--- config.mk ---
export PLATFORM = sky130hd
export DESIGN_NAME = space_delimited_command_tokenizer_core_flat
export DESIGN_NICKNAME = d
export VERILOG_FILES = /design/src/rtl/sdct_pkg.sv /design/src/rtl/sdct_if.sv /design/src/rtl/sdct_scan.sv /design/src/rtl/sdct_out_reg.sv /design/src/rtl/space_delimited_command_tokenizer_core.sv /design/src/flat_wrapper.sv
export SDC_FILE = /design/constraint.sdc
export NUM_CORES = 1
export LEC_CHECK = 0
export ABC_AREA = 1
export BUFFER_PORTS_ARGS = -buffer_cell sky130_fd_sc_hd__buf_2
export CAP_MARGIN = 30
export CORE_ASPECT_RATIO = 1.75
export CORE_MARGIN = 4
export CORE_UTILIZATION = 45
export CTS_CLUSTER_SIZE = 40
export DETAILED_ROUTE_END_ITERATION = 8
export SETUP_SLACK_MARGIN = 0.15
export SYNTH_ARGS = -nofsm -noshare
export SYNTH_HDL_FRONTEND = slang
export SYNTH_HIERARCHICAL = 1
export SYNTH_SLANG_ARGS = --single-unit
--- constraint.sdc ---
create_clock -name clk -period 4.9 [get_ports clk]
set_input_delay 0 -clock clk [delete_from_list [all_inputs] [get_ports clk]]
set_output_delay 0 -clock clk [all_outputs]
set_load 0.03 [all_outputs]
--- src/rtl/sdct_pkg.sv ---
// Package for the space-delimited command tokenizer.
// Result codes, field widths, byte constants and the result struct.
// No dependencies.
package sdct_pkg;

  localparam int MAX_ARGS_DEF = 16;
  localparam int MAX_LINE_DEF = 4096;

  localparam int STATUS_W = 3;
  localparam int INDEX_W  = 5;
  localparam int START_W  = 12;
  localparam int LENGTH_W = 13;

  typedef logic [STATUS_W-1:0] status_t;
  typedef logic [INDEX_W-1:0]  index_t;
  typedef logic [START_W-1:0]  start_t;
  typedef logic [LENGTH_W-1:0] length_t;

  localparam status_t ST_TOKEN    = 3'd0;
  localparam status_t ST_END      = 3'd1;
  localparam status_t ST_EMPTY    = 3'd2;
  localparam status_t ST_TOO_MANY = 3'd3;
  localparam status_t ST_TOO_LONG = 3'd4;

  localparam logic [7:0] SPACE_BYTE = 8'h20;
  localparam logic [7:0] CR_BYTE    = 8'h0D;
  localparam logic [7:0] LF_BYTE    = 8'h0A;

  typedef struct packed {
    status_t status;
    index_t  token_index;
    start_t  token_start;
    length_t token_length;
    logic    is_last;
  } result_t;

endpackage

--- src/rtl/sdct_if.sv ---
// Channel interfaces for the tokenizer: byte input and result output.
// Field widths are written out to match sdct_pkg; no dependencies.
interface sdct_byte_if;
  logic       valid;
  logic       ready;
  logic [7:0] data_byte;
  logic       end_of_line;

  modport source (output valid, output data_byte, output end_of_line, input ready);
  modport sink (input valid, input data_byte, input end_of_line, output ready);
endinterface

interface sdct_result_if;
  logic                    valid;
  logic                    ready;
  logic [2:0]              status;
  logic [4:0]              token_index;
  logic [11:0]             token_start;
  logic [12:0]             token_length;
  logic                    is_last;

  modport source (output valid, output status, output token_index, output token_start,
                  output token_length, output is_last, input ready);
  modport sink (input valid, input status, input token_index, input token_start,
                input token_length, input is_last, output ready);
endinterface

--- src/rtl/sdct_scan.sv ---
// Line state registers and the per-byte update logic of the tokenizer.
// Depends on sdct_pkg; produces at most one result per accepted byte.
module sdct_scan #(
  parameter int MAX_ARGS = sdct_pkg::MAX_ARGS_DEF,
  parameter int MAX_LINE = sdct_pkg::MAX_LINE_DEF
) (
  input  logic             clk,
  input  logic             rst,
  input  logic             take,
  input  logic [7:0]       data_byte,
  input  logic             end_of_line,
  output logic             res_valid,
  output sdct_pkg::result_t res
);
  import sdct_pkg::*;

  localparam int POS_W = $clog2(MAX_LINE + 1);
  localparam int CNT_W = $clog2(MAX_ARGS + 2);

  logic [POS_W-1:0] byte_position, byte_position_next;
  logic             inside_token, inside_token_next;
  logic [POS_W-1:0] current_token_start, current_token_start_next;
  logic [CNT_W-1:0] tokens_seen, tokens_seen_next;
  logic [POS_W-1:0] trailing_crlf_run, trailing_crlf_run_next;
  logic             line_aborted, line_aborted_next;

  logic             is_space, is_crlf, too_many, emitted, clear;
  logic [POS_W-1:0] pos_inc, close_len, end_len, crlf_base;

  always_comb begin
    is_space  = (data_byte == SPACE_BYTE);
    is_crlf   = (data_byte == CR_BYTE) || (data_byte == LF_BYTE);
    too_many  = (tokens_seen > CNT_W'(MAX_ARGS));
    pos_inc   = byte_position + POS_W'(1);
    close_len = byte_position - current_token_start;

    byte_position_next       = byte_position;
    inside_token_next        = inside_token;
    current_token_start_next = current_token_start;
    tokens_seen_next         = tokens_seen;
    trailing_crlf_run_next   = trailing_crlf_run;
    line_aborted_next        = line_aborted;
    crlf_base                = trailing_crlf_run;
    end_len                  = '0;
    emitted                  = 1'b0;
    clear                    = 1'b0;
    res_valid                = 1'b0;
    res                      = '0;

    if (line_aborted) begin
      clear = end_of_line;
    end else if (byte_position >= POS_W'(MAX_LINE)) begin
      res_valid         = 1'b1;
      res.status        = ST_TOO_LONG;
      res.is_last       = 1'b1;
      clear             = end_of_line;
      line_aborted_next = 1'b1;
    end else begin
      if (is_space) begin
        if (inside_token) begin
          inside_token_next      = 1'b0;
          trailing_crlf_run_next = '0;
          emitted                = 1'b1;
          res_valid              = 1'b1;
          if (too_many) begin
            res.status        = ST_TOO_MANY;
            res.is_last       = 1'b1;
            line_aborted_next = 1'b1;
          end else begin
            res.status       = ST_TOKEN;
            res.token_index  = index_t'(tokens_seen);
            res.token_start  = start_t'(current_token_start);
            res.token_length = length_t'(close_len);
            res.is_last      = end_of_line;
            tokens_seen_next = tokens_seen + CNT_W'(1);
          end
        end
      end else begin
        if (!inside_token) begin
          inside_token_next        = 1'b1;
          current_token_start_next = byte_position;
          crlf_base                = '0;
        end
        trailing_crlf_run_next = is_crlf ? crlf_base + POS_W'(1) : '0;
      end
      byte_position_next = pos_inc;

      if (end_of_line) begin
        clear = 1'b1;
        // Line end with no result yet: flush the trimmed open token (or report too many), else report end or empty.
        if (!emitted) begin
          if (inside_token_next)
            end_len = pos_inc - current_token_start_next - trailing_crlf_run_next;
          res_valid   = 1'b1;
          res.is_last = 1'b1;
          if (end_len != '0) begin
            if (too_many) begin
              res.status = ST_TOO_MANY;
            end else begin
              res.status       = ST_TOKEN;
              res.token_index  = index_t'(tokens_seen);
              res.token_start  = start_t'(current_token_start_next);
              res.token_length = length_t'(end_len);
            end
          end else if (tokens_seen == '0) begin
            res.status = ST_EMPTY;
          end else begin
            res.status = ST_END;
          end
        end
      end
    end

    if (clear) begin
      byte_position_next       = '0;
      inside_token_next        = 1'b0;
      current_token_start_next = '0;
      tokens_seen_next         = '0;
      trailing_crlf_run_next   = '0;
      line_aborted_next        = 1'b0;
    end
  end

  always_ff @(posedge clk) begin
    if (rst) begin
      byte_position       <= '0;
      inside_token        <= 1'b0;
      current_token_start <= '0;
      tokens_seen         <= '0;
      trailing_crlf_run   <= '0;
      line_aborted        <= 1'b0;
    end else if (take) begin
      byte_position       <= byte_position_next;
      inside_token        <= inside_token_next;
      current_token_start <= current_token_start_next;
      tokens_seen         <= tokens_seen_next;
      trailing_crlf_run   <= trailing_crlf_run_next;
      line_aborted        <= line_aborted_next;
    end
  end

endmodule

--- src/rtl/sdct_out_reg.sv ---
// Result output register with valid/ready handshake.
// Depends on sdct_pkg for the result struct.
module sdct_out_reg (
  input  logic              clk,
  input  logic              rst,
  input  logic              load,
  input  sdct_pkg::result_t res,
  output logic              space,
  output logic              valid,
  input  logic              ready,
  output sdct_pkg::result_t held
);
  import sdct_pkg::*;

  // Register can take new data when empty or being drained this cycle.
  assign space = !valid || ready;

  always_ff @(posedge clk) begin
    if (rst) begin
      valid <= 1'b0;
    end else if (space) begin
      valid <= load;
    end
  end

  always_ff @(posedge clk) begin
    if (space && load) begin
      held <= res;
    end
  end

endmodule

--- src/rtl/space_delimited_command_tokenizer_core.sv ---
// Top level of the space-delimited command tokenizer.
// Depends on sdct_pkg, sdct_if, sdct_scan and sdct_out_reg.
//
//   channel   dir   carries
//   cmd_in    in    data_byte, end_of_line (one byte of a command line)
//   res_out   out   status, token_index, token_start, token_length, is_last
//
// One byte per cycle when cmd_in.ready is high; a result appears in the output register
// the cycle after its byte is accepted. Line state updates once per accepted byte.
// cmd_in.ready is low only while a result waits in the output register and
// res_out.ready is low. Synchronous reset clears line state and output valid.
module space_delimited_command_tokenizer_core #(
  parameter int MAX_ARGS = sdct_pkg::MAX_ARGS_DEF,
  parameter int MAX_LINE = sdct_pkg::MAX_LINE_DEF
) (
  input  logic          clk,
  input  logic          rst,
  sdct_byte_if.sink     cmd_in,
  sdct_result_if.source res_out
);
  import sdct_pkg::*;

  logic    take, space, res_valid;
  result_t res, held;

  assign cmd_in.ready = space;
  assign take         = cmd_in.valid && space;

  sdct_scan #(
    .MAX_ARGS(MAX_ARGS),
    .MAX_LINE(MAX_LINE)
  ) u_scan (
    .clk        (clk),
    .rst        (rst),
    .take       (take),
    .data_byte  (cmd_in.data_byte),
    .end_of_line(cmd_in.end_of_line),
    .res_valid  (res_valid),
    .res        (res)
  );

  sdct_out_reg u_out (
    .clk  (clk),
    .rst  (rst),
    .load (take && res_valid),
    .res  (res),
    .space(space),
    .valid(res_out.valid),
    .ready(res_out.ready),
    .held (held)
  );

  assign res_out.status       = held.status;
  assign res_out.token_index  = held.token_index;
  assign res_out.token_start  = held.token_start;
  assign res_out.token_length = held.token_length;
  assign res_out.is_last      = held.is_last;

endmodule

--- src/flat_wrapper.sv ---
// flat-port wrapper written by rule: the top's interface ports become plain ports
module space_delimited_command_tokenizer_core_flat import sdct_pkg::*;
#(
  parameter int MAX_ARGS = sdct_pkg::MAX_ARGS_DEF,
  parameter int MAX_LINE = sdct_pkg::MAX_LINE_DEF
)
  (clk, rst, cmd_in_valid, cmd_in_data_byte, cmd_in_end_of_line, cmd_in_ready, res_out_valid, res_out_status, res_out_token_index, res_out_token_start, res_out_token_length, res_out_is_last, res_out_ready);
  sdct_byte_if cmd_in_i ();
  sdct_result_if res_out_i ();
  input  logic clk;
  input  logic rst;
  input wire logic [$bits(cmd_in_i.valid)-1:0] cmd_in_valid;
  input wire logic [$bits(cmd_in_i.data_byte)-1:0] cmd_in_data_byte;
  input wire logic [$bits(cmd_in_i.end_of_line)-1:0] cmd_in_end_of_line;
  output wire logic [$bits(cmd_in_i.ready)-1:0] cmd_in_ready;
  output wire logic [$bits(res_out_i.valid)-1:0] res_out_valid;
  output wire logic [$bits(res_out_i.status)-1:0] res_out_status;
  output wire logic [$bits(res_out_i.token_index)-1:0] res_out_token_index;
  output wire logic [$bits(res_out_i.token_start)-1:0] res_out_token_start;
  output wire logic [$bits(res_out_i.token_length)-1:0] res_out_token_length;
  output wire logic [$bits(res_out_i.is_last)-1:0] res_out_is_last;
  input wire logic [$bits(res_out_i.ready)-1:0] res_out_ready;
  assign cmd_in_i.valid = cmd_in_valid;
  assign cmd_in_i.data_byte = cmd_in_data_byte;
  assign cmd_in_i.end_of_line = cmd_in_end_of_line;
  assign cmd_in_ready = cmd_in_i.ready;
  assign res_out_valid = res_out_i.valid;
  assign res_out_status = res_out_i.status;
  assign res_out_token_index = res_out_i.token_index;
  assign res_out_token_start = res_out_i.token_start;
  assign res_out_token_length = res_out_i.token_length;
  assign res_out_is_last = res_out_i.is_last;
  assign res_out_i.ready = res_out_ready;
  space_delimited_command_tokenizer_core #(.MAX_ARGS(MAX_ARGS), .MAX_LINE(MAX_LINE)) u_core (.clk(clk), .rst(rst), .cmd_in(cmd_in_i), .res_out(res_out_i));
endmodule
* After elaboration in Yosys (flattened, before gate mapping) *
Cells that the tools add are included.

cells by class
  $lt $le $gt $ge = 2
  equal/unequal tests = 6
  reductions and logical operators = 13
  multiplexer cells = 69
  $add $sub $neg = 6

operators by type and width
  cell                     count
  $mux W13                 27
  $mux W30                 3
  $mux W34                 2
  $mux W33                 2
  $sub A13 B13 Y13         3
  $mux W5                  6
  $add A13 B1 Y13 const B  2
  $mux W1                  25
  $eq A8 B4 Y1 const B     2
  $ge A13 B13 Y1 const B   1
  $reduce_bool A13 Y1      1
  $eq A8 B6 Y1 const B     1
  $mux W3                  2
  $reduce_and A6 Y1        1
  $add A5 B1 Y5 const B    1
  $gt A5 B5 Y1 const B     1
  $logic_not A5 Y1         1
  $mux W2                  2
  $ne A2 B1 Y1 const B     2
  $reduce_bool A2 Y1       2
  $logic_and A1 B1 Y1      3
  $reduce_and A3 Y1        1
  $logic_or A1 B1 Y1       2
  $ne A2 B2 Y1 const B     1
  other kinds (2)          2

word-level totals
  word-level logic and storage cells = 109
  input port bits = 13
  output and inout port bits = 36
  register bits = 81

* Logic depth before layout (Yosys ltp) *
Gate-level depths: netlist (run 1).

  depth in word-level cells = 20
  gate-level depth with buffers = 29
  gate-level depth less buffers = 27

* Modules after synthesis *
Netlist (run 1), hierarchy kept.

by module, submodules not included
  module                                  times used  area an instance (um2)  seq. area each (um2)  cells each
  sdct_scan                               1           4902.2                  920.9                 729
  sdct_out_reg                            1           1068.5                  1041.0                40
  space_delimited_command_tokenizer_core  1           17.5                    0.0                   4

* Least setup slack after synthesis (run 1) *
Ideal clock, no wire load.

  path type = reg2reg
  start = reg u_core.u_scan.inside_token
  end = reg, netlist name u_core/u_out/held[19]
  period minus slack after synthesis = 4234 ps
  data required time = 4625 ps
  buffers on the path = 3
  arrival time = 3959 ps
  cell stages (with the launch flop) = 29
  path slack = 666 ps
  library setup time = 275 ps
  path through = dfxtp_1 > buf_6 > buf_2 > nand2_1 > inv_1 > ha_1 > nand3_1 > nor2_1 > inv_1 > nor2_1 > nand2_1 > inv_1 > nand2_1 > inv_1 > nand3_1 > a32oi_1 > fa_1 > ha_1 > inv_1 > o21ai_0 > a31oi_1 > nand3_1 > o21ai_0 > a21oi_1 > nor3_4 > nand2_4 > buf_12 > nand3_2 > a21oi_2

on the way
  longest elaborated chain between the ends = 19
  elaborated cells on any way between the ends = 32
  classes of those cells = add/sub (3); mux (28); reduce/logical (1)

ends and longest elaborated chain
  item                    RTL line          text
  from (decl)             sdct_scan.sv:21   logic inside_token, inside_token_next;
  from (signal assigned)  sdct_scan.sv:134  inside_token <= inside_token_next;
  $mux W13                sdct_scan.sv:79   if (!inside_token) begin
  $mux W13                sdct_scan.sv:59   if (is_space) begin
  $mux W13                sdct_scan.sv:52   end else if (byte_position >= POS_W'(MAX_LINE)) begin
  $mux W13                sdct_scan.sv:50   if (line_aborted) begin
  $add A13 B1 Y13         sdct_scan.sv:84   trailing_crlf_run_next = is_crlf ? crlf_base + POS_W'(1) : '0;
  $mux W13                sdct_scan.sv:84
  $mux W13                sdct_scan.sv:59
  $mux W13                sdct_scan.sv:52
  [... 3 more ...]        --
  $mux W13                sdct_scan.sv:91   if (!emitted) begin
  $mux W13                sdct_scan.sv:88   if (end_of_line) begin
  $mux W13                sdct_scan.sv:52
  $mux W13                sdct_scan.sv:50
  $reduce_bool A13 Y1     sdct_scan.sv:96   if (end_len != '0) begin
  $mux W30                sdct_scan.sv:96
  $mux W34                sdct_scan.sv:91
  $mux W34 (*)            sdct_scan.sv:88

Every way passes the cells marked *; elsewhere a longest branch is shown, timed or not. The select of a mux whose other input is x is not followed.
A chain may end at the register's enable or synchronous reset.

* Worst setup path after layout (run 1) *
  start = reg u_core.u_scan.inside_token
  end = reg, netlist name u_core/u_out/held[29]

on the way
  longest elaborated chain between the ends = 19
  elaborated cells on any way between the ends = 32
  classes of those cells = add/sub (3); mux (28); reduce/logical (1)

ends and longest elaborated chain
  item                 RTL line
  $mux W13             sdct_scan.sv:79
  $mux W13             sdct_scan.sv:59
  $mux W13             sdct_scan.sv:52
  $mux W13             sdct_scan.sv:50
  $add A13 B1 Y13      sdct_scan.sv:84
  $mux W13             sdct_scan.sv:84
  $mux W13             sdct_scan.sv:59
  $mux W13             sdct_scan.sv:52
  [... 3 more ...]     --
  $mux W13             sdct_scan.sv:91
  $mux W13             sdct_scan.sv:88
  $mux W13             sdct_scan.sv:52
  $mux W13             sdct_scan.sv:50
  $reduce_bool A13 Y1  sdct_scan.sv:96
  $mux W30             sdct_scan.sv:96
  $mux W34             sdct_scan.sv:91
  $mux W34 (*)         sdct_scan.sv:88

Marked as above.

==> results of run 1 <==
-- how the worst min path moves through the flow --
| stage | startpoint | end | slack (ns) | cells past startpoint |
|---|---|---|---|---|
| 2_1_floorplan | rst | u_core/u_out/valid | 0.06 | 1 |
| 3_3_place_gp | res_out_ready | u_core/u_out/valid | 0.29 | 4 |
| 3_5_place_dp | res_out_ready | u_core/u_out/valid | 0.31 | 4 |
| 4_1_cts | rst | u_core/u_out/valid | 0.08 | 2 |
| 5_1_grt | rst | u_core/u_scan/byte_position[8] | 0.09 | 2 |
| 6_report | rst | u_core/u_out/valid | 0.08 | 2 |
-- cells in the final DEF (no fill, tap or decap), drive strengths merged, types with 3 or more instances in the layout --
cell type    n
nand2      140
inv        136
buf         70
nand3       66
a21oi       61
nor2        55
o21ai       51
dfxtp       47
edfxtp      34
ha          29
nor3        19
a32o        16
o32ai       15
nand4       15
xor2        14
fa          13
clkbuf      11
clkinv       6
o22ai        4
o31ai        4
a32oi        4
or2          4
a31oi        3
o21bai       3
-- sequential cells by signal, indices dropped and copies added, names as in the netlist --
name / flops
u_core/u_out/held: 34
u_core/u_scan/byte_position: 13
u_core/u_scan/current_token_start: 13
u_core/u_scan/trailing_crlf_run: 13
u_core/u_scan/tokens_seen: 5
u_core/u_out/valid: 1
u_core/u_scan/inside_token: 1
u_core/u_scan/line_aborted: 1
-- metrics by stage --
stage               cells  power (mW)  area (um2)   util
finish               1009        1.81        6860  0.528
detailed placement    987        1.05        6450  0.496
global route         1009        1.87        6860  0.528
floorplan             773       0.954        5990      -
global placement      987        1.04        6450  0.496
CTS                  1004        1.80        6790  0.522
-- cells by family after synthesis --
family,after synthesis,share of synthesized area
AOI/OAI and AO/OA,172,0.189
and+or+nand+nor,301,0.247
xor gates and xnor gates,15,0.0219
buffers and inverters,162,0.111
DFF,81,0.328
adders and majority gates,42,0.104
-- critical path, cell delays in order (launching register included) --
cell and delay (ns):
dfxtp_2 0.39, nand2_1 0.07, inv_1 0.07, ha_1 0.18
nand3_1 0.08, nor2_1 0.12, inv_1 0.07, nor2_1 0.12
nand2_1 0.10, inv_1 0.09, nand2_1 0.08, inv_1 0.07
nand3_1 0.09, a32oi_2 0.27, fa_1 0.46, ha_1 0.35
inv_1 0.16, o21ai_0 0.11, a31oi_1 0.21, nand3_1 0.16
o21ai_1 0.18, a21oi_2 0.08, nor3_4 0.13, buf_4 0.15
nand2_4 0.10, a21oi_4 0.21, nor2_1 0.06
-- power by group through the flow --
stage	sequential [mW]	clock, mW	combinational, mW
floorplan	0.775	0	0.179
global placement	0.745	0	0.298
detailed placement	0.746	0	0.301
CTS	0.731	0.771	0.303
global route	0.732	0.799	0.341
finish	0.730	0.763	0.316
-- final cells by class --
cell class	instances	area, um2	share of cell area
multi-input cells	531	3400	0.495
flip-flops and latches	81	1960	0.286
inverters	139	523	0.0762
repair buffers	71	435	0.0634
clock buffers	11	243	0.0354
well taps	171	214	0.0312
clock inverters	5	86.3	0.0126
-- timing repair --
item,in CTS,in global routing
endpoints found under the hold margin,1,0
endpoints found under the setup margin,0,22
resized for setup,0,6
hold buffers,1,0
buffers inserted,0,2
-- metal layers --
| layer | vias up | part of all wire |
|---|---|---|
| met5 | - | 0 |
| met4 | 0 | 0.074 |
| met3 | 73 | 0.038 |
| met2 | 193 | 0.54 |
| met1 | 2727 | 0.35 |
| li1 | 2759 | - |
==> impl_metrics.env, run 1 <==
export IMPL_status="completed"
export IMPL_startpoint="u_core/u_scan/inside_token"
export IMPL_worstSetupEndpointType="register"
export IMPL_finalCriticalPeriod_ns=4.42
export IMPL_yosys_register_bits=81
export IMPL_fp_row_count=55
export IMPL_cap_viol_max_count=0
export IMPL_reg2reg_slack_ns=0.48
export IMPL_clk_pin_slew_ns=0.07
export IMPL_grt_busiest_layer="met2"
export IMPL_place_ws_ns=0.299
export IMPL_drc=0
export IMPL_path_class="reg2reg"
export IMPL_grt_pass1_vias=5735
export IMPL_start_kind="register"
export IMPL_p_sw_frac=0.291
export IMPL_drt_initial_drc_count=331
export IMPL_synth_top_area_cell="edfxtp_1"
export IMPL_path_max_fanout=9
export IMPL_ys_top_cells_by_area="edfxtp_1 (17%), dfxtp_1 (16%), nand2_1 (8.2%), inv_1 (8.1%), ha_1 (6.1%)"
export IMPL_grtUsageTotal=0.264
export IMPL_cp_arrival_ns=4.52
export IMPL_sequentialPowerShare=0.404
export IMPL_overflow=0
export IMPL_vias_per_cell=5.70
export IMPL_worst_pin_slew_ns=0.832
export IMPL_synth_fp_nets=828
export IMPL_start_util=0.460
export IMPL_synth_seq_area_share=0.328
export IMPL_cts_buffers=9
export IMPL_fill_cells=1299
export IMPL_dp_hpwl_um=15800
export IMPL_timing_setup_tns_ns=0
export IMPL_vias=5752
export IMPL_wirelength_um=19900
export IMPL_p_int_mw=1.28
export IMPL_hold_viol=0
export IMPL_use_met2=0.485
export IMPL_clock_root_buffer="clkbuf_16"
export IMPL_hp_class="in2reg"
export IMPL_gp_routability_congestion=0.969
export IMPL_rr_startpoint="u_core/u_scan/inside_token"
export IMPL_htreeDepth=3
export IMPL_rsz0062_at_grt="no"
export IMPL_yosysWarningCount=6
export IMPL_setup_violations_final=0
export IMPL_grt_util_met3=0.0361
export IMPL_relSlewSlack=0.444
export IMPL_dr_pass1_iters=5
export IMPL_die_area_um2=15300
export IMPL_ir_worst_vdd_uv=158
export IMPL_fmax_mhz=226
export IMPL_cts_tree="done"
export IMPL_antennaDiodeCount=0
export IMPL_cts_sinks=81
export IMPL_p_switching_uw=526
export IMPL_p_per_area_nw_per_um2=264
export IMPL_combPwrFrac=0.175
export IMPL_ioPinCount=49
export IMPL_synth_ff_type="dfxtp_1"
export IMPL_antenna_found_initial=0
export IMPL_insertion_delay_ns=0.35
export IMPL_area_delta_synth_final_pct=14.6
export IMPL_die_h_um=161
export IMPL_rr_worst_depth=26
export IMPL_fin_worst_skew_ns=0.0106
export IMPL_layout_drive_gt1_share=0.180
export IMPL_netlist_area_um2=5990
export IMPL_min_period_over_period=0.903
export IMPL_synth_enable_flop_cells=34
export IMPL_wire_per_inst_um=19.8
export IMPL_holdWs_ns=0.0770
export IMPL_p_leak_nw=2.92
export IMPL_ant_nets=0
export IMPL_final_nets=888
export IMPL_io_buffer_count=48
export IMPL_ys_async_sr_fraction=0
export IMPL_syn_mean_instance_area_um2=7.75
export IMPL_rr_endpoint="u_core/u_out/held[29]"
export IMPL_dieWidth_um=95.2
export IMPL_gr_usage_met1=0.265
export IMPL_design_core_area_um2=13000
export IMPL_synthTopCellsByCount="nand2_1 (131), inv_1 (129), a21oi_1 (51), nand3_1 (50), dfxtp_1 (47)"
export IMPL_crit_end="u_core/u_out/held[29]"
export IMPL_fin_ws_ns=0.476
export IMPL_grt_max_degree=35
export IMPL_maxSlewViolCount=0
export IMPL_synth_cell_types=54
export IMPL_synth_top_area_share=0.170
export IMPL_p_clk_frac=0.422
export IMPL_syn_inst=773
export IMPL_cp_data_required_time_ns=4.99
export IMPL_grt_pass1_wl_um=30400
export IMPL_yosysMostFrequentCell="nand2_1"
export IMPL_cts_path_max_buffers=2
(Power assumes the default switching activity.)
==> run 2, diff against run 1 <==
--- a/config.mk
+++ b/config.mk
@@ -7,12 +7,12 @@
 export LEC_CHECK = 0
 export ABC_AREA = 1
 export BUFFER_PORTS_ARGS = -buffer_cell sky130_fd_sc_hd__buf_2
-export CAP_MARGIN = 30
 export CORE_ASPECT_RATIO = 1.75
-export CORE_MARGIN = 4
-export CORE_UTILIZATION = 45
+export CORE_MARGIN = 5
+export CORE_UTILIZATION = 61
 export CTS_CLUSTER_SIZE = 40
 export DETAILED_ROUTE_END_ITERATION = 8
+export PLACE_DENSITY = 0.81
 export SETUP_SLACK_MARGIN = 0.15
 export SYNTH_ARGS = -nofsm -noshare
 export SYNTH_HDL_FRONTEND = slang
==> run 2 against run 1 <==
  * Critical path depth down 7
  * Power fell by 4.1%
  * Utilization rose by 17 points
  * Clock power down 8.5%
  * Sequential cell count did not move
  * Final cell count decreased by 5.5%
  * Non-clock buffer count fell by 10
  * First-iteration DRC count up 41%
  * Setup slack got worse by 0.12 ns
  * Combinational power is 3% lower
  * Largest cell class unchanged
  * Largest power group is now sequential cells
==> impl_metrics.env, run 2 (same netlist as run 1, synthesis figures left out) <==
export IMPL_hp_class="in2reg"
export IMPL_rsz0062_at_grt="no"
export IMPL_worstSetupEndpointType="register"
export IMPL_ir_worst_vdd_uv=196
export IMPL_multiInputGateArea_um2=3440
export IMPL_ioPinCount=49
export IMPL_crit_slowest_cell="dfxtp_1"
export IMPL_die_area_um2=12000
export IMPL_rr_startpoint="u_core/u_scan/byte_position[1]"
export IMPL_timing_setup_tns_ns=0
export IMPL_cts_buffers=9
export IMPL_htreeDepth=3
export IMPL_dp_hpwl_um=15000
export IMPL_fin_worst_skew_ns=0.0122
export IMPL_worst_pin_slew_ns=1.07
export IMPL_maxSlewViolCount=0
export IMPL_layout_drive_gt1_share=0.177
export IMPL_drt_initial_drc_count=467
export IMPL_seq_area_um2=1960
export IMPL_antennaDiodeCount=0
export IMPL_path_max_fanout=8
export IMPL_final_nets=879
export IMPL_dr_pass1_iters=6
export IMPL_wl_met3_um=1120
export IMPL_routedLengthMet1_um=6490
export IMPL_wire_per_inst_um=20.4
export IMPL_cts_path_max_buffers=2
export IMPL_largest_register_ffs=34
export IMPL_fill_cells=860
export IMPL_min_period_over_period=0.928
export IMPL_place_ws_ns=0.180
export IMPL_overflow=0
export IMPL_design_core_area_um2=9730
export IMPL_crit_end="u_core/u_out/held[19]"
export IMPL_insertion_delay_ns=0.34
export IMPL_dieWidth_um=84.9
export IMPL_drc=0
export IMPL_hold_viol=0
export IMPL_status="completed"
export IMPL_grt_max_degree=35
export IMPL_p_leak_nw=2.87
export IMPL_layout_common_cells="nand2_1 (130), inv_1 (129), nand3_1 (50), a21oi_1 (49), buf_2 (48)"
export IMPL_cts_sinks=81
export IMPL_start_kind="register"
export IMPL_cap_viol_max_count=0
export IMPL_clk_pin_slew_ns=0.07
export IMPL_relSlewSlack=0.282
export IMPL_grtUsageTotal=0.321
export IMPL_critical_path_max_stage_delay_ns=0.48
export IMPL_path_class="reg2reg"
export IMPL_finalCriticalPeriod_ns=4.55
export IMPL_rr_worst_depth=19
export IMPL_fin_cells=954
export IMPL_start_util=0.615
export IMPL_regMostFlops="u_core/u_out/held"
export IMPL_setup_violations_final=0
export IMPL_top_layer="met4"
export IMPL_startpoint="u_core/u_scan/byte_position[1]"
export IMPL_cts_tree="done"
export IMPL_clock_root_buffer="clkbuf_16"
export IMPL_gp_routability_congestion=0.982
export IMPL_final_core_util=0.693
export IMPL_layout_commonest_cell="nand2_1"
export IMPL_wirelength_um=19500
export IMPL_grt_pass1_wl_um=29600
export IMPL_cp_arrival_ns=4.72
export IMPL_cp_data_required_time_ns=5.08
export IMPL_fin_ws_ns=0.355
export IMPL_dr_wl_met2_um=10100
export IMPL_area_delta_synth_final_pct=12.6
export IMPL_die_h_um=141
export IMPL_reg2reg_slack_ns=0.35
export IMPL_grt_pass1_vias=5849
export IMPL_rr_endpoint="u_core/u_out/held[19]"
export IMPL_vias_per_cell=6.21
export IMPL_fp_row_count=48
export IMPL_ant_nets=0
export IMPL_p_per_area_nw_per_um2=257
export IMPL_post_place_cells=932
export IMPL_vias=5921
export IMPL_fmax_mhz=220
export IMPL_io_buffer_count=48
export IMPL_crit_chain="ha_1, nand2_1, nor2_2, nand3_1, nor3_1, xor2_1, fa_1, ha_1, inv_1, nor3_1, o21ai_0, nand3_1, o21ai_0, a21oi_2, nor3_4, buf_12, nand2_2, nand3_2, a21oi_2"
export IMPL_antenna_found_initial=0
-- run 2: final cells by class --
type	instances	share of cell area
clock buffer	11	0.0392
inverter	139	0.0776
tap	125	0.0232
multi-input combinational	532	0.510
timing repair buffer	61	0.0523
clock inverter	5	0.00668
sequential	81	0.291
-- run 2: stage by stage --
| stage | total power, mW | cell area, um2 | hold WS (ns) |
|---|---|---|---|
| 2_1_floorplan | 0.954 | 5990 | 0.0624 |
| 3_3_place_gp | 1.03 | 6320 | 0.294 |
| 3_5_place_dp | 1.03 | 6320 | 0.319 |
| 4_1_cts | 1.72 | 6650 | 0.0716 |
| 5_1_grt | 1.79 | 6740 | 0.0835 |
| 6_report | 1.73 | 6740 | 0.0804 |
-- run 2: timing repair --
action | CTS | global route
gates cloned | 0 | 2
hold buffers | 1 | 0
resized for setup | 1 | 10
hold endpoints to repair | 1 | 0
endpoints found under the setup margin | 2 | 22
buffers inserted | 0 | 3
pin swaps | 0 | 3
-- run 2: worst min-delay path by stage --
stage	from	to	slack, ns	cells past startpoint
floorplan	rst	u_core/u_out/valid	0.06	1
global placement	res_out_ready	u_core/u_out/valid	0.29	4
detailed placement	res_out_ready	u_core/u_out/valid	0.32	4
CTS	rst	u_core/u_scan/byte_position[2]	0.07	2
global route	rst	u_core/u_out/valid	0.08	2
finish	rst	u_core/u_out/valid	0.08	2
-- run 2: power breakdown --
group,internal [mW],switching (mW)
combinational,0.0876,0.219
clock,0.396,0.302
sequential,0.724,0.00622
total,1.21,0.528
-- run 2: critical path, delay by kind of cell, from the launching register on --
family	cells	cell delay (ns)
and+or+nand+nor	9	1.58
adders and majority gates	3	1.06
AOI/OAI and AO/OA	4	0.66
DFF	1	0.48
xor gates and xnor gates	1	0.35
buffers and inverters	2	0.25
-- run 2: routing by layer --
metal | vias to the layer above | track usage
met1 | 2757 | 0.311
met3 | 110 | 0.0427
li1 | 2735 | -
met2 | 319 | 0.583
met5 | - | 0
met4 | 0 | 0.274
==> run 3, diff against run 2 <==
--- a/config.mk
+++ b/config.mk
@@ -13,6 +13,7 @@
 export CTS_CLUSTER_SIZE = 40
 export DETAILED_ROUTE_END_ITERATION = 8
 export PLACE_DENSITY = 0.81
+export RECOVER_POWER = 100
 export SETUP_SLACK_MARGIN = 0.15
 export SYNTH_ARGS = -nofsm -noshare
 export SYNTH_HDL_FRONTEND = slang
==> run 3 against run 2 <==
  * The run now ends with max-capacitance violations, max-slew violations left
  * Global-route usage did not move
  * Register-to-register slack worse by 0.10 ns
  * Sequential power hardly changed
  * Critical endpoint is now u_core/u_out/held[12]
  * Maximum frequency shrank 2.2%
  * Die area is the same
==> impl_metrics.env, run 3 (same netlist as run 1, synthesis figures left out) <==
export IMPL_largest_register_ffs=34
export IMPL_fin_cells=954
export IMPL_cp_num_buf_inv=2
export IMPL_crit_family="simple AND/OR/NAND/NOR gates"
export IMPL_p_leak_nw=2.74
export IMPL_area_delta_synth_final_pct=10.5
export IMPL_vias_per_cell=6.18
export IMPL_clk_pin_slew_ns=0.07
export IMPL_clock_root_buffer="clkbuf_16"
export IMPL_ioPinCount=49
export IMPL_wirelength_um=19500
export IMPL_worst_pin_slew_ns=1.85
export IMPL_antenna_found_initial=0
export IMPL_power_mw=1.73
export IMPL_grtUsageTotal=0.321
export IMPL_rsz0062_at_grt="no"
export IMPL_hold_viol=0
export IMPL_drc=0
export IMPL_place_ws_ns=0.180
export IMPL_p_switching_uw=526
export IMPL_path_max_fanout=6
export IMPL_min_period_over_period=0.949
export IMPL_die_h_um=141
export IMPL_dieWidth_um=84.9
export IMPL_cp_data_required_time_ns=5.07
export IMPL_sequentialPowerShare=0.423
export IMPL_finalCriticalPeriod_ns=4.65
export IMPL_cap_viol_max_count=1
export IMPL_dp_hpwl_um=15000
export IMPL_cts_buffers=9
export IMPL_layout_drive_gt1_share=0.116
export IMPL_design_core_area_um2=9730
export IMPL_combPwrFrac=0.173
export IMPL_timing_setup_tns_ns=0
export IMPL_cts_tree="done"
export IMPL_fin_ws_ns=0.250
export IMPL_p_int_mw=1.20
export IMPL_fp_row_count=48
export IMPL_grt_pass1_vias=5849
export IMPL_insertion_delay_ns=0.34
export IMPL_start_kind="register"
export IMPL_status="finished with violations"
export IMPL_dr_pass1_iters=8
export IMPL_overflow=0
export IMPL_final_nets=879
export IMPL_wire_per_inst_um=20.5
export IMPL_fin_worst_skew_ns=0.0103
export IMPL_ir_worst_vdd_uv=195
export IMPL_die_area_um2=12000
export IMPL_post_place_cells=932
export IMPL_worstSetupEndpointType="register"
export IMPL_fmax_mhz=215
export IMPL_critical_path_max_stage_delay_ns=0.47
export IMPL_p_sw_frac=0.304
export IMPL_path_class="reg2reg"
export IMPL_cts_path_max_buffers=2
export IMPL_setup_violations_final=0
export IMPL_p_clk_frac=0.404
export IMPL_layout_common_cells="nand2_1 (133), inv_1 (129), nand3_1 (54), a21oi_1 (50), nor2_1 (48)"
export IMPL_post_dp_cell_area_um2=6320
export IMPL_start_util=0.615
export IMPL_htreeDepth=3
export IMPL_violations="max-capacitance violations, max-slew violations"
export IMPL_hp_class="in2reg"
export IMPL_cp_arrival_ns=4.82
export IMPL_antennaDiodeCount=0
export IMPL_p_per_area_nw_per_um2=261
export IMPL_maxSlewViolCount=35
export IMPL_final_area_um2=6620
export IMPL_vias=5893
export IMPL_layout_commonest_cell="nand2_1"
export IMPL_io_buffer_count=48
export IMPL_grt_max_degree=35
export IMPL_drt_initial_drc_count=449
export IMPL_grt_pass1_wl_um=29600
export IMPL_cts_sinks=81
export IMPL_crit_chain="ha_1, nand2_1, nor2_2, nand3_1, nor3_1, xor2_1, fa_1, ha_1, inv_1, nor3_1, o21ai_0, nand3_1, o21ai_0, a21oi_2, nor3_4, buf_12, nand2_1, nand4_1, a21oi_1"
export IMPL_crit_slowest_cell="dfxtp_1"
export IMPL_ant_nets=0
export IMPL_regMostFlops="u_core/u_out/held"
export IMPL_gp_routability_congestion=0.982
export IMPL_relSlewSlack=-0.234
## run 3: changes by cell type in the layout (fill, tap and decap cells not counted), sizes merged
| cell | before | now |
|---|---|---|
| buf | 60 | 22 |
| inv | 136 | 135 |
| clkinv | 7 | 8 |
| clkbuf | 11 | 49 |
## run 3: layout make-up
cell class                      count  area [um2]
Tap cell                          125         156
Clock buffer                       11         264
Inverter                          139         523
Clock inverter                      5        45.0
Fill cell                         894        3110
Timing Repair Buffer               61         300
Multi-Input combinational cell    532        3370
Sequential cell                    81        1960
## run 3: per-layer routing
| layer | vias to the layer above | wire length [um] | global-route usage |
|---|---|---|---|
| li1 | 2735 | - | - |
| met1 | 2743 | 6470 | 0.311 |
| met2 | 309 | 10100 | 0.583 |
| met3 | 106 | 1190 | 0.0427 |
| met4 | 0 | 1800 | 0.274 |
| met5 | - | 0 | 0 |
## run 3: power groups by stage
stage	registers, mW	logic, mW	clock network (mW)
6_report	0.731	0.299	0.698
5_1_grt	0.733	0.320	0.731
4_1_cts	0.730	0.291	0.702
3_5_place_dp	0.745	0.288	0
3_3_place_gp	0.745	0.282	0
2_1_floorplan	0.775	0.179	0
## run 3: per-stage QoR
stage,utilization,hold WS [ns]
global route,0.680,0.0835
finish,0.680,0.0740
detailed placement,0.650,0.319
CTS,0.683,0.0716
global placement,0.650,0.294
floorplan,-,0.0624
## run 3: repair_timing
item,in CTS,in global routing
gates cloned,0,2
setup endpoints to repair,2,22
endpoints found under the hold margin,1,0
pin swaps,0,3
hold buffers,1,0
buffers inserted,0,3
resized for setup,1,10
## run 3: final timing paths
check / from / to / slack (ns) / cells past startpoint
min: rst / u_core/u_out/valid / 0.07 / 2
max reg2reg: u_core/u_scan/byte_position[1] / u_core/u_out/held[12] / 0.25 / 19
max: u_core/u_scan/byte_position[1] / u_core/u_out/held[12] / 0.25 / 19
min reg2reg: u_core/u_scan/tokens_seen[3] / u_core/u_scan/tokens_seen[4] / 0.53 / 2
